$ cat config.mk
export PLATFORM = sky130hd
export DESIGN_NAME = spi_flash_command_master_flat
export DESIGN_NICKNAME = d
export VERILOG_FILES = /design/src/sv/sfcm_pkg.sv /design/src/sv/sfcm_if.sv /design/src/sv/sfcm_engine.sv /design/src/sv/sfcm_out_reg.sv /design/src/sv/spi_flash_command_master.sv /design/src/flat_wrapper.sv
export SDC_FILE = /design/constraint.sdc
export NUM_CORES = 1
export LEC_CHECK = 0
export BUFFER_PORTS_ARGS = -buffer_cell sky130_fd_sc_hd__clkbuf_2
export CORE_ASPECT_RATIO = 1.5
export CORE_UTILIZATION = 39
export CTS_CLUSTER_SIZE = 24
export DETAILED_ROUTE_END_ITERATION = 8
export GPL_ROUTABILITY_DRIVEN = 0
export PLACE_DENSITY = 0.62
export REMOVE_ABC_BUFFERS = 1
export SKIP_LAST_GASP = 1
export SLEW_MARGIN = 0
export SYNTH_ARGS = -nofsm -noshare
export SYNTH_HDL_FRONTEND = slang
export SYNTH_SLANG_ARGS = --single-unit
$ cat constraint.sdc
create_clock -name clk -period 5 [get_ports clk]
set_input_delay 0.75 -clock clk [delete_from_list [all_inputs] [get_ports clk]]
set_output_delay 0.75 -clock clk [all_outputs]
set_load 0.02 [all_outputs]
$ cat src/sv/sfcm_pkg.sv
// ----------------------------------------------------------------------------
// sfcm_pkg
// shared types, constants and length helpers for the serial flash command
// master
// ----------------------------------------------------------------------------
`default_nettype none

package sfcm_pkg;

    localparam int ADDR_BITS   = 24;
    localparam int STATUS_BITS = 16;
    localparam int ADDR_IN_W   = 24;
    localparam int READ_W      = 16;
    localparam int OUT_BITS    = 16 + ADDR_BITS;
    localparam int CNT_W       = 6;

    localparam logic       MODE_TICK  = 1'b0;
    localparam logic       MODE_START = 1'b1;

    localparam logic [2:0] KIND_WREN   = 3'd0;
    localparam logic [2:0] KIND_STATUS = 3'd1;
    localparam logic [2:0] KIND_READ   = 3'd2;
    localparam logic [2:0] KIND_ERASE  = 3'd3;
    localparam logic [2:0] KIND_PROG   = 3'd4;

    localparam logic [7:0] CMD_WREN  = 8'h06;
    localparam logic [7:0] CMD_READ  = 8'h03;
    localparam logic [7:0] CMD_ERASE = 8'h20;
    localparam logic [7:0] CMD_PROG  = 8'h02;

    typedef struct packed {
        logic                 mode;
        logic [2:0]           kind;
        logic [7:0]           status_command;
        logic [ADDR_IN_W-1:0] address;
        logic [7:0]           write_data;
        logic                 miso;
    } req_t;

    typedef struct packed {
        logic              chip_select_active;
        logic              mosi;
        logic              clock_pulse;
        logic [READ_W-1:0] read_value;
        logic              done_res;
        logic              rejected;
    } res_t;

    function automatic logic [CNT_W-1:0] write_len(input logic [2:0] kind);
        logic [CNT_W-1:0] len;
        case (kind)
            KIND_WREN, KIND_STATUS: len = CNT_W'(8);
            KIND_READ, KIND_ERASE:  len = CNT_W'(8 + ADDR_BITS);
            default:                len = CNT_W'(16 + ADDR_BITS);
        endcase
        return len;
    endfunction

    function automatic logic [CNT_W-1:0] read_len(input logic [2:0] kind);
        logic [CNT_W-1:0] len;
        case (kind)
            KIND_STATUS: len = CNT_W'(STATUS_BITS);
            KIND_READ:   len = CNT_W'(8);
            default:     len = '0;
        endcase
        return len;
    endfunction

endpackage

`default_nettype wire

$ cat src/sv/sfcm_if.sv
// ----------------------------------------------------------------------------
// sfcm_req_if / sfcm_res_if
// valid/ready channels for requests and results
// ----------------------------------------------------------------------------
`default_nettype none

interface sfcm_req_if;
    logic          valid;
    logic          ready;
    sfcm_pkg::req_t data;

    modport source (output valid, output data, input ready);
    modport sink (input valid, input data, output ready);
endinterface

interface sfcm_res_if;
    logic          valid;
    logic          ready;
    sfcm_pkg::res_t data;

    modport source (output valid, output data, input ready);
    modport sink (input valid, input data, output ready);
endinterface

`default_nettype wire

$ cat src/sv/sfcm_engine.sv
// ----------------------------------------------------------------------------
// sfcm_engine
// transaction state and single-pass next-state logic for one request
// ----------------------------------------------------------------------------
`default_nettype none

module sfcm_engine (
    input  wire logic           clk,
    input  wire logic           rst_n,
    input  wire logic           fire,
    input  wire sfcm_pkg::req_t req,
    output sfcm_pkg::res_t      res
);

    logic                             busy_reg, busy_next;
    logic [2:0]                       kind_reg, kind_next;
    logic [sfcm_pkg::CNT_W-1:0]       bit_count_reg, bit_count_next;
    logic [sfcm_pkg::OUT_BITS-1:0]    out_shift_reg, out_shift_next;
    logic [sfcm_pkg::READ_W-1:0]      in_shift_reg, in_shift_next;
    logic                             mosi_reg, mosi_next;

    logic [sfcm_pkg::CNT_W-1:0]       wr_len;
    logic [sfcm_pkg::CNT_W-1:0]       rd_len;
    logic [sfcm_pkg::CNT_W-1:0]       total_len;
    logic [31:0]                      addr_ext;
    logic [7:0]                       cmd;
    logic                             kind_ok;

    assign wr_len    = sfcm_pkg::write_len(kind_reg);
    assign rd_len    = sfcm_pkg::read_len(kind_reg);
    assign total_len = wr_len + rd_len;
    assign addr_ext  = 32'(req.address);

    always_comb
    begin
        case (req.kind)
            sfcm_pkg::KIND_WREN:   cmd = sfcm_pkg::CMD_WREN;
            sfcm_pkg::KIND_STATUS: cmd = req.status_command;
            sfcm_pkg::KIND_READ:   cmd = sfcm_pkg::CMD_READ;
            sfcm_pkg::KIND_ERASE:  cmd = sfcm_pkg::CMD_ERASE;
            default:               cmd = sfcm_pkg::CMD_PROG;
        endcase
        kind_ok = req.kind inside {sfcm_pkg::KIND_WREN, sfcm_pkg::KIND_STATUS,
                                   sfcm_pkg::KIND_READ, sfcm_pkg::KIND_ERASE,
                                   sfcm_pkg::KIND_PROG};
    end

    always_comb
    begin
        busy_next      = busy_reg;
        kind_next      = kind_reg;
        bit_count_next = bit_count_reg;
        out_shift_next = out_shift_reg;
        in_shift_next  = in_shift_reg;
        mosi_next      = mosi_reg;
        res            = '0;

        if (fire)
        begin
            if (req.mode == sfcm_pkg::MODE_START)
            begin
                if (busy_reg || !kind_ok)
                begin
                    res.rejected = 1'b1;
                end
                else
                begin
                    busy_next      = 1'b1;
                    kind_next      = req.kind;
                    bit_count_next = '0;
                    in_shift_next  = '0;
                    out_shift_next = '0;
                    out_shift_next[sfcm_pkg::OUT_BITS-1 -: 8] = cmd;
                    if (req.kind inside {sfcm_pkg::KIND_READ, sfcm_pkg::KIND_ERASE,
                                         sfcm_pkg::KIND_PROG})
                    begin
                        out_shift_next[sfcm_pkg::OUT_BITS-9 -: sfcm_pkg::ADDR_BITS] =
                            addr_ext[sfcm_pkg::ADDR_BITS-1:0];
                    end
                    if (req.kind == sfcm_pkg::KIND_PROG)
                    begin
                        out_shift_next[7:0] = req.write_data;
                    end
                end
            end
            else if (busy_reg)
            begin
                res.clock_pulse = 1'b1;
                if (bit_count_reg < wr_len)
                begin
                    mosi_next      = out_shift_reg[sfcm_pkg::OUT_BITS-1];
                    out_shift_next = {out_shift_reg[sfcm_pkg::OUT_BITS-2:0], 1'b0};
                end
                else
                begin
                    in_shift_next = {in_shift_reg[sfcm_pkg::READ_W-2:0], req.miso};
                end
                bit_count_next = bit_count_reg + 1'b1;
                if (bit_count_next >= total_len)
                begin
                    busy_next    = 1'b0;
                    res.done_res = 1'b1;
                    if (rd_len != '0)
                    begin
                        res.read_value = in_shift_next;
                    end
                end
            end
        end

        res.chip_select_active = busy_next;
        res.mosi               = mosi_next;
    end

    always_ff @(posedge clk or negedge rst_n)
    begin
        if (!rst_n)
        begin
            busy_reg      <= 1'b0;
            kind_reg      <= '0;
            bit_count_reg <= '0;
            out_shift_reg <= '0;
            in_shift_reg  <= '0;
            mosi_reg      <= 1'b0;
        end
        else
        begin
            busy_reg      <= busy_next;
            kind_reg      <= kind_next;
            bit_count_reg <= bit_count_next;
            out_shift_reg <= out_shift_next;
            in_shift_reg  <= in_shift_next;
            mosi_reg      <= mosi_next;
        end
    end

    // count never reaches the transaction length while selected
    a_count_in_range: assert property (@(posedge clk) disable iff (!rst_n)
        busy_reg |-> (bit_count_reg < total_len))
        else $error("bit count past transaction length");

    a_done_releases: assert property (@(posedge clk) disable iff (!rst_n)
        (fire && res.done_res) |=> !busy_reg)
        else $error("chip select held after done");

    a_reject_no_change: assert property (@(posedge clk) disable iff (!rst_n)
        (fire && res.rejected) |=>
            ($stable(busy_reg) && $stable(kind_reg) && $stable(bit_count_reg)
             && $stable(out_shift_reg) && $stable(mosi_reg)))
        else $error("rejected request changed state");

    a_idle_tick: assert property (@(posedge clk) disable iff (!rst_n)
        (fire && req.mode == sfcm_pkg::MODE_TICK && !busy_reg) |=>
            (!busy_reg && $stable(mosi_reg)))
        else $error("tick while idle changed state");

endmodule

`default_nettype wire

$ cat src/sv/sfcm_out_reg.sv
// ----------------------------------------------------------------------------
// sfcm_out_reg
// result register between the engine and the result channel
// ----------------------------------------------------------------------------
`default_nettype none

module sfcm_out_reg (
    input  wire logic           clk,
    input  wire logic           rst_n,
    input  wire logic           load,
    input  wire sfcm_pkg::res_t load_data,
    output logic                load_ready,
    sfcm_res_if.source          res
);

    logic           valid_reg, valid_next;
    sfcm_pkg::res_t data_reg;

    assign load_ready = !valid_reg || res.ready;
    assign valid_next = load || (valid_reg && !res.ready);

    always_ff @(posedge clk or negedge rst_n)
    begin
        if (!rst_n)
        begin
            valid_reg <= 1'b0;
        end
        else
        begin
            valid_reg <= valid_next;
        end
    end

    always_ff @(posedge clk)
    begin
        if (load)
        begin
            data_reg <= load_data;
        end
    end

    assign res.valid = valid_reg;
    assign res.data  = data_reg;

endmodule

`default_nettype wire

$ cat src/sv/spi_flash_command_master.sv
// ----------------------------------------------------------------------------
// spi_flash_command_master
// serial flash command master: start requests load a transaction, tick
// requests advance it by one serial clock period
// ----------------------------------------------------------------------------
// result: registered, valid in the cycle after its request is accepted
// throughput: one request per cycle while the result channel keeps up;
// a request is taken while the result register is empty or being drained
// reset: asynchronous, active low; idle, chip deselected, mosi low, no result
// ----------------------------------------------------------------------------
`default_nettype none

module spi_flash_command_master (
    input  wire logic  clk,
    input  wire logic  rst_n,
    sfcm_req_if.sink   req,
    sfcm_res_if.source res
);

    logic           fire;
    logic           load_ready;
    sfcm_pkg::res_t res_c;

    assign req.ready = load_ready;
    assign fire      = req.valid && load_ready;

    sfcm_engine u_engine (
        .clk   (clk),
        .rst_n (rst_n),
        .fire  (fire),
        .req   (req.data),
        .res   (res_c)
    );

    sfcm_out_reg u_out_reg (
        .clk        (clk),
        .rst_n      (rst_n),
        .load       (fire),
        .load_data  (res_c),
        .load_ready (load_ready),
        .res        (res)
    );

endmodule

`default_nettype wire

$ cat src/flat_wrapper.sv
// flat-port wrapper written by rule: the top's interface ports become plain ports
module spi_flash_command_master_flat 
  (clk, rst_n, req_valid, req_data, req_ready, res_valid, res_data, res_ready);
  sfcm_req_if req_i ();
  sfcm_res_if res_i ();
  input  wire logic clk;
  input  wire logic rst_n;
  input wire logic [$bits(req_i.valid)-1:0] req_valid;
  input wire logic [$bits(req_i.data)-1:0] req_data;
  output wire logic [$bits(req_i.ready)-1:0] req_ready;
  output wire logic [$bits(res_i.valid)-1:0] res_valid;
  output wire logic [$bits(res_i.data)-1:0] res_data;
  input wire logic [$bits(res_i.ready)-1:0] res_ready;
  assign req_i.valid = req_valid;
  assign req_i.data = req_data;
  assign req_ready = req_i.ready;
  assign res_valid = res_i.valid;
  assign res_data = res_i.data;
  assign res_i.ready = res_ready;
  spi_flash_command_master u_core (.clk(clk), .rst_n(rst_n), .req(req_i), .res(res_i));
endmodule
After elaboration in Yosys (flattened, before gate mapping)
Index checks and enable logic that the tools add are counted.
{"block": "totals", "register_bits": 89, "inputBits": 49, "output_inout_bits": 23, "elab_cells": 80}
{"block": "classes", "add_sub_neg": 2, "magnitude_cmp": 2, "eq_ne": 8, "n_mux": 29, "n_bitwise": 4, "n_reduce_logical": 22}
{"operator": "$mux 40", "n": 4}
{"operator": "$mux 16", "n": 5}
{"operator": "$pmux 8 s4", "n": 1}
{"operator": "$mux 24", "n": 1}
{"operator": "$mux 18", "n": 1}
{"operator": "$mux 6", "n": 3}
{"operator": "$mux 17", "n": 1}
{"operator": "$eq 3x2->1 const B", "n": 4}
{"operator": "$pmux 6 s2", "n": 1}
{"operator": "$mux 1", "n": 10}
{"operator": "$pmux 5 s2", "n": 1}
{"operator": "$mux 8", "n": 1}
{"operator": "$add 6x1->6 const B", "n": 1}
{"operator": "$add 6x5->6", "n": 1}
{"operator": "$eq 3x1->1 const B", "n": 2}
{"operator": "$ge 6x6->1", "n": 1}
{"operator": "$logic_not 3->1", "n": 2}
{"operator": "$lt 6x6->1", "n": 1}
{"operator": "$reduce_and 3->1", "n": 2}
{"operator": "$reduce_bool 6->1", "n": 1}
{"operator": "$reduce_or 2->1", "n": 3}
{"operator": "$reduce_bool 5->1", "n": 1}
{"operator": "$not 1->1", "n": 4}
{"operator": "$reduce_and 4->1", "n": 1}
{"operator": "other kinds (8)", "n": 14}

Longest topological paths before layout
Gate-level depths: netlist of run 1.
{"block": "logic_depth", "depth_word": 9, "mapped_depth": 11, "mapped_depth_nobuf": 10}

Cells and area by module
Synthesis of run 1 repeated with hierarchy kept, for this count alone.
{"block": "unflattened", "cells_unflattened": 405, "hier_area_um2": 4653.2}
{"module": "sfcm_engine", "instances": 1, "cells_each": 380, "area_each_um2": 3968.8, "seq_area_each_um2": 1676.6}
{"module": "sfcm_out_reg", "instances": 1, "cells_each": 24, "area_each_um2": 678.2, "seq_area_each_um2": 655.6}
{"module": "spi_flash_command_master", "instances": 1, "cells_each": 1, "area_each_um2": 6.3, "seq_area_each_um2": 0.0}

Worst setup path before layout of run 1
No wires, ideal clock.
{"block": "synth_path", "kind": "register -> register", "startpoint": "register u_core.u_engine.kind_reg[1]", "endpoint": "register u_core.u_out_reg.data_reg, in the netlist u_core.u_out_reg.res.data[10], data pin", "setup_ns": 0.270, "arrival_ns": 2.210, "required_ns": 4.730, "path_slack_ns": 2.520, "path_stages_with_launch": 12, "path_buffers": 1, "period_less_slack_ns": 2.480, "cell_sequence": "dfrtp_1 > nand2b_1 > nor2_1 > ha_1 > ha_1 > inv_1 > ha_1 > o21ai_0 > a31oi_1 > o21ai_1 > clkbuf_1 > a21oi_1"}
{"block": "synth_via", "elab_chain_cells": 7, "elab_cells_between_ends": 16, "classes_between": "add/sub (1); order compare (2); eq/ne (3); mux (3); bitwise (2); reduce/logical (5)"}
{"item": "start: declaration", "line": "sfcm_engine.sv:16", "source": "logic [2:0] kind_reg, kind_next;"}
{"item": "start signal: assignment", "line": "sfcm_engine.sv:129", "source": "kind_reg <= kind_next;"}
{"item": "$eq 3x2->1 (tied with other cells)", "line": "sfcm_pkg.sv:51, sfcm_pkg.sv:61"}
{"item": "$reduce_or 2->1", "line": "sfcm_pkg.sv:51", "source": "case (kind)"}
{"item": "$pmux 6 s2", "line": "sfcm_pkg.sv:51"}
{"item": "$add 6x5->6", "line": "sfcm_engine.sv:31", "source": "assign total_len = wr_len + rd_len;"}
{"item": "$ge 6x6->1", "line": "sfcm_engine.sv:99", "source": "if (bit_count_next >= total_len)"}
{"item": "$not 1->1 (no line)"}
{"item": "$reduce_or 4->1 (no line)"}
{"item": "end signal: assignment", "line": "sfcm_out_reg.sv:38", "source": "data_reg <= load_data;"}
{"item": "end: declaration", "line": "sfcm_out_reg.sv:17", "source": "sfcm_pkg::res_t data_reg;"}
Parallel ways exist; a longest one is shown, timed or not.
A chain may end at the register's enable or synchronous reset.

Final worst setup path of run 1
{"block": "layout_path", "startpoint": "register u_core.u_engine.kind_reg[1]", "endpoint": "register u_core.u_engine.in_shift_reg[14] (netlist name)"}
{"block": "layout_via", "elab_chain_cells": 7, "elab_cells_between_ends": 11, "classes_between": "order compare (1); eq/ne (3); mux (4); reduce/logical (3)"}
{"item": "$eq 3x2->1 (tied with other cells)", "line": "sfcm_pkg.sv:51"}
{"item": "$reduce_or 2->1", "line": "sfcm_pkg.sv:51"}
{"item": "$pmux 6 s2 *", "line": "sfcm_pkg.sv:51"}
{"item": "$lt 6x6->1 *", "line": "sfcm_engine.sv:89", "source": "if (bit_count_reg < wr_len)"}
{"item": "$mux 16 *", "line": "sfcm_engine.sv:89"}
{"item": "$mux 16 *", "line": "sfcm_engine.sv:86", "source": "else if (busy_reg)"}
{"item": "$mux 16 *", "line": "sfcm_engine.sv:60", "source": "if (req.mode == sfcm_pkg::MODE_START)"}
{"item": "end signal: assignment", "line": "sfcm_engine.sv:132", "source": "in_shift_reg <= in_shift_next;"}
{"item": "end: declaration", "line": "sfcm_engine.sv:19", "source": "logic [sfcm_pkg::READ_W-1:0] in_shift_reg, in_shift_next;"}
Mark *: on every way between the ends. The rest lies on a longest branch, timed or not. The select of a mux whose other input is x is not followed.

==> results.ini, run 1 <==
[run_status]
outcome=finished with violations
violations=DRC

[layout]
final_cell_mix=70 x clkbuf_2, 68 x dfrtp_1, 30 x nand2_1
nets=487
largest_register_ffs=40
drive_gt1_frac=0.310
insertedDiodeCount=0
syn_to_final_growth_pct=16.3
stdcell_count=583
layout_commonest_cell=clkbuf_2

[sta]
tns_ns=0
slew_violations=0
finalHoldViolations=0
setup_viol=0
slew_headroom=0.150
rsz0062_at_grt=false
period_needed_ns=3.07
max_freq_mhz=325
worst_pin_slew_ns=1.25
period_share=0.615
skew_ns=0.0108

[die]
dieArea_mm2=0.0117
dieWidth_um=88.7
coreArea_mm2=0.0110
pin_count=72
start_util=0.400
row_count=47
die-height_um=132

[global_route]
grt_util_all_layers=0.164
overflow=0
grt_pass1_vias=3136
antenna_found_initial=0
grt_max_degree=69
grt_pass1_wl_um=14800

[clock_tree]
numCtsBuffers=9
cts_resized=0
clk_latency_ns=0.35
tritoncts=built
cts-htree-levels=3
cts_buffer_depth=2
cts.reportedPaths.clkPinSlew_ns=0.06
root_buffer=clkbuf_16
cts_sinks=89
post-cts-setup-buffer-count=0
cts_hold_buf=0

[power]
p_seq_frac=0.450
p_int_w=0.00160
p_leak_nw=2.24
switchingPower_w=0.000677
pwr-share-clk=0.292
combPwrFrac=0.257
p_per_area_mw_per_mm2=446
vdd_ir_drop_max_uv=285
switching_share=0.297

[synthesis]
ys_async_sr_fraction=0.764
ys.flop_type=dfrtp_1
ys_ff_latch=89
yosysUniqueCellTypes=50
synth.avg_cell_area_um2=11.8
synth-seq-area-share=0.531
netlist_instances=372
synth_enable_flop_cells=21
syn_area_mm2=0.00440
yosysWarningCount=0

[worst_setup_path]
startpoint_type=flop
crit_type=reg2reg
required_ns=5.22
arrival_ns=3.30
cp_max_fo=20
end_kind=flop

[route]
ant_nets=0
top_layer=met4
route.vias.total=3127
wl_per_cell_um=15.3
dr_wl_met3_um=470
drt_pass1_iterations=6
wl_um=8910
dr.first_iter.drc_count=151
viasPerCell=5.36
wl_met1_um=3810
drcViolationCount=2
met2_length_um=4500

[placement]
hpwlAfterDp_um=6020
place.port_buffers=71
place_inst=567

[flow_run]
maxCapViolations=0

[hold_path]
hp-class=reg2reg

==> synthesized netlist by cell type, types with 3 or more instances <==
| cell | instances | area share |
|---|---|---|
| a32o_1 | 3 | 0.0068 |
| edfxtp_1 | 21 | 0.14 |
| buf_6 | 5 | 0.013 |
| ha_1 | 7 | 0.020 |
| o21ai_0 | 24 | 0.027 |
| dfrtp_1 | 68 | 0.39 |
| nor2_1 | 11 | 0.0094 |
| buf_2 | 6 | 0.0068 |
| mux2_4 | 10 | 0.034 |
| mux2_2 | 28 | 0.072 |
| a21oi_1 | 18 | 0.020 |
| nand2_1 | 30 | 0.026 |
| inv_1 | 9 | 0.0077 |
| and2_1 | 3 | 0.0043 |
| a22o_1 | 26 | 0.052 |
| o21ai_1 | 3 | 0.0034 |
| xor2_1 | 3 | 0.0060 |
| mux2i_1 | 3 | 0.0068 |
| nand2b_1 | 4 | 0.0057 |
| clkbuf_1 | 11 | 0.0094 |
| o2bb2ai_1 | 26 | 0.052 |
| nand3_1 | 19 | 0.022 |
==> worst paths after layout <==
kind | startpoint | endpoint | slack [ns] | depth (start not counted)
min in group asynchronous | rst_n | u_core.u_engine.out_shift_reg[18] | 0.59 | 2
max | u_core.u_engine.kind_reg[1] | u_core.u_engine.in_shift_reg[14] | 1.93 | 6
max reg2reg | u_core.u_engine.kind_reg[1] | u_core.u_engine.in_shift_reg[14] | 1.93 | 6
min reg2reg | u_core.u_engine.out_shift_reg[9] | u_core.u_engine.out_shift_reg[9] | 0.49 | 1
max in group asynchronous | rst_n | u_core.u_engine.bit_count_reg[1] | 3.82 | 2
min | u_core.u_engine.out_shift_reg[9] | u_core.u_engine.out_shift_reg[9] | 0.49 | 1
==> cells by family after synthesis <==
logic type                 synth area share
AOI/OAI and AO/OA                     0.190
DFF                                   0.531
and+or+nand+nor                      0.0874
muxes                                 0.118
buffers and inverters                0.0441
adders and majority gates            0.0199
xor gates and xnor gates            0.00996
==> metal layers <==
layer / global-route usage / vias to the layer above
met4: 0.0565 / 0
met2: 0.268 / 97
met1: 0.209 / 1520
li1: - / 1501
met3: 0.0407 / 9
met5: 0 / -
==> stage by stage <==
step	utilization	setup WS (ns)	cell area (um^2)	total power (W)	hold slack [ns]
after floorplan	-	1.94	4250	0.00146	0.454
after global placement	0.438	1.92	4810	0.00160	0.473
after detailed placement	0.438	1.92	4810	0.00163	0.479
after CTS	0.465	1.94	5110	0.00230	0.492
after global routing	0.465	1.66	5110	0.00241	0.516
final	0.465	1.93	5110	0.00228	0.489
==> final cells by class <==
type | instances | area, um^2
tap | 147 | 184
multi-input combinational | 246 | 1870
inverter | 11 | 46.3
timing repair buffer | 74 | 378
clock inverter | 5 | 63.8
clock buffer | 11 | 233
fill | 1050 | 5890
sequential | 89 | 2330
==> critical path: stages (launching register included) <==
cell,delay [ns]
dfrtp_1,0.41
nor2_1,0.21
ha_1,0.61
clkinv_1,0.64
a311oi_1,0.39
o21ai_1,0.35
a22o_1,0.32
==> power by group through the flow <==
stage	Combinational [W]	Sequential [W]	Clock, W
6_report	0.000585	0.00103	0.000666
5_1_grt	0.000654	0.00105	0.000708
4_1_cts	0.000594	0.00103	0.000681
3_5_place_dp	0.000594	0.00104	0
3_3_place_gp	0.000568	0.00103	0
2_1_floorplan	0.000433	0.00102	0
(Power assumes the default switching activity.)
==> inputs of run 2 (changes only) <==
--- a/config.mk
+++ b/config.mk
@@ -5,13 +5,14 @@
 export SDC_FILE = /design/constraint.sdc
 export NUM_CORES = 1
 export LEC_CHECK = 0
+export ABC_AREA = 1
 export BUFFER_PORTS_ARGS = -buffer_cell sky130_fd_sc_hd__clkbuf_2
 export CORE_ASPECT_RATIO = 1.5
 export CORE_UTILIZATION = 39
 export CTS_CLUSTER_SIZE = 24
 export DETAILED_ROUTE_END_ITERATION = 8
 export GPL_ROUTABILITY_DRIVEN = 0
-export PLACE_DENSITY = 0.62
+export PLACE_DENSITY = 0.61
 export REMOVE_ABC_BUFFERS = 1
 export SKIP_LAST_GASP = 1
 export SLEW_MARGIN = 0
==> constraint.sdc (replaced) <==
create_clock -name clk -period 2.95 [get_ports clk]
set_input_delay 0.4425 -clock clk [delete_from_list [all_inputs] [get_ports clk]]
set_output_delay 0.4425 -clock clk [all_outputs]
set_load 0.02 [all_outputs]
==> run 2 against run 1 <==
  * The flow now finishes without violations
  * Clock skew about the same
  * Synthesized cell count up 71%
  * Sequential share of layout area fell by 3.5 points
  * Via count is 35% higher
  * Critical path type unchanged
  * Largest cell class unchanged
==> results.ini, run 2 <==
[run_status]
outcome=complete, no violations

[clock_tree]
cts.reportedPaths.clkPinSlew_ns=0.07
cts_resized=0
cts-htree-levels=3
clk_latency_ns=0.34
cts_buffer_depth=2
numCtsBuffers=9
tritoncts=built
post-cts-setup-buffer-count=0
cts_hold_buf=0
root_buffer=clkbuf_16
cts_sinks=89

[sta]
whs_ns=0.122
finalHoldViolations=0
period_share=0.800
worst_pin_slew_ns=0.631
rsz0062_at_grt=false
period_needed_ns=2.36
setup_viol=0
slew_violations=0
max_freq_mhz=424
skew_ns=0.0109
tns_ns=0
slew_headroom=0.579

[die]
die-height_um=138
start_util=0.401
dieWidth_um=92.5
row_count=49
coreArea_mm2=0.0120
dieArea_mm2=0.0127
pin_count=72

[worst_setup_path]
arrival_ns=2.44
required_ns=3.03
worstRegToRegCells=10
rr_startpoint=u_core.u_engine.kind_reg[1]
critPathMostFrequentCell=ha_1
cp_cell_sequence=nand3_1 > inv_1 > ha_1 > ha_1 > xnor2_1 > ha_1 > a21oi_1 > nand3_1 > nand3_2 > nor2_1
cp_max_fo=16
startpoint_type=flop
critPathMaxStageDelay_ns=0.41
end_kind=flop
slowest_stage=dfrtp_1
crit_type=reg2reg
worstSetupStartpoint=u_core.u_engine.kind_reg[1]

[synthesis]
ys.flop_type=dfrtp_1
synth-seq-area-share=0.487
syn_area_mm2=0.00479
netlist_instances=637
synth_commonest_cells=244 x nand2_1, 75 x nand3_1, 69 x inv_1
synth_top_cell_area_share=0.355
synth_enable_flop_cells=21
synth_top_area_cell=dfrtp_1
yosysUniqueCellTypes=28
synth.most_common_cell=nand2_1
yosysWarningCount=0
synth.avg_cell_area_um2=7.52
ys_ff_latch=89
synth_area_leaders=dfrtp_1 36%, nand2_1 19%, edfxtp_1 13%
ys_async_sr_fraction=0.764

[route]
wl_per_cell_um=12.7
route.vias.total=4215
ant_nets=0
drcViolationCount=0
dr.first_iter.drc_count=210
viasPerCell=4.94
drt_pass1_iterations=5
wl_um=10900

[layout]
drive_gt1_frac=0.159
insertedDiodeCount=0
num-fill-cells=1205
largest_register_ffs=40
fin_area_mm2=0.00554
register_area_mm2=0.00233
layout_commonest_cell=nand2_1
nets=751
final_cell_mix=244 x nand2_1, 75 x nand3_1, 70 x clkbuf_2
syn_to_final_growth_pct=15.6
multi_input_area_mm2=0.00198

[power]
vdd_ir_drop_max_uv=383
p_leak_nw=3.03
p_per_area_mw_per_mm2=873

[hold_path]
hp-class=in2async

[global_route]
grt_pass1_vias=4085
grt_pass1_wl_um=18500
overflow=0
grt_max_degree=46
grt_util_all_layers=0.183
antenna_found_initial=0

[placement]
hpwlAfterDp_um=7040
placed_area_mm2=0.00521
place.port_buffers=71

[flow_run]
maxCapViolations=0

-- run 2: cell types whose count changed after synthesis, sizes merged, moves of 5 or more --
cell / delta
o2bb2ai: -26
inv: +64
mux2: -40
nand2b: -5
a22o: -26
nor2: +43
nand2: +220
a21oi: -14
buf: +13
clkbuf: -7
nand3: +58
o21ai: +11
-- run 2: cells by family after synthesis --
family / count (synthesis) / synth area share
AND/OR/NAND/NOR: 388 / 0.342
XOR/XNOR: 3 / 0.00549
AO/OA/AOI/OAI: 45 / 0.0478
buffers and inverters: 105 / 0.100
adder cells (fa/ha/maj): 7 / 0.0183
flip-flops: 89 / 0.487
-- run 2: worst max-delay path: cells and delay by family (launching register included) --
family | cells | cell delay (ns)
adder cells (fa/ha/maj) | 3 | 0.69
AND/OR/NAND/NOR | 4 | 0.61
flip-flops | 1 | 0.41
AO/OA/AOI/OAI | 1 | 0.21
XOR/XNOR | 1 | 0.13
buffers and inverters | 1 | 0.05
-- run 2: layer usage --
metal  wire (um)  GRT usage  part of all wire  vias up
li1            -          -                 -     2102
met2        5420      0.326              0.50      118
met4         210     0.0729             0.019        0
met5           0          0                 0        -
met1        4740      0.224              0.44     1980
met3         481     0.0243             0.044       15
-- run 2: where the power goes --
part / switching (W) / internal, W / total, W
clock network: 0.000488 / 0.000772 / 0.00126
registers: 0.000228 / 0.00168 / 0.00191
logic: 0.00111 / 0.000554 / 0.00166
total: 0.00183 / 0.00300 / 0.00483
-- run 2: stage by stage --
| stage | setup slack, ns | utilization | power (W) | instances |
|---|---|---|---|---|
| finish | 0.591 | 0.463 | 0.00483 | 853 |
| floorplan | 0.319 | - | 0.00311 | 605 |
| detailed placement | 0.607 | 0.436 | 0.00360 | 837 |
| global placement | 0.723 | 0.436 | 0.00355 | 837 |
| CTS | 0.602 | 0.463 | 0.00488 | 853 |
| global route | 0.365 | 0.463 | 0.00525 | 853 |
-- run 2: worst paths after layout --
| path | endpoint | slack (ns) |
|---|---|---|
| hold reg to reg | u_core.u_engine.out_shift_reg[39] | 0.46 |
| setup / recovery | u_core.u_out_reg.res.data[4] | 0.59 |
| min in group clk | u_core.u_out_reg.res.valid | 0.31 |
| setup reg to reg | u_core.u_out_reg.res.data[4] | 0.59 |
| hold / removal | u_core.u_engine.in_shift_reg[13] | 0.12 |
| max in group asynchronous | u_core.u_engine.out_shift_reg[34] | 2.17 |
-- run 2: area by class of cell --
| type | instances | share of cell area |
|---|---|---|
| multi-input combinational | 443 | 0.358 |
| clock inverter | 5 | 0.0154 |
| tap | 153 | 0.0346 |
| inverter | 73 | 0.0495 |
| timing repair buffer | 79 | 0.0773 |
| sequential | 89 | 0.421 |
| clock buffer | 11 | 0.0438 |
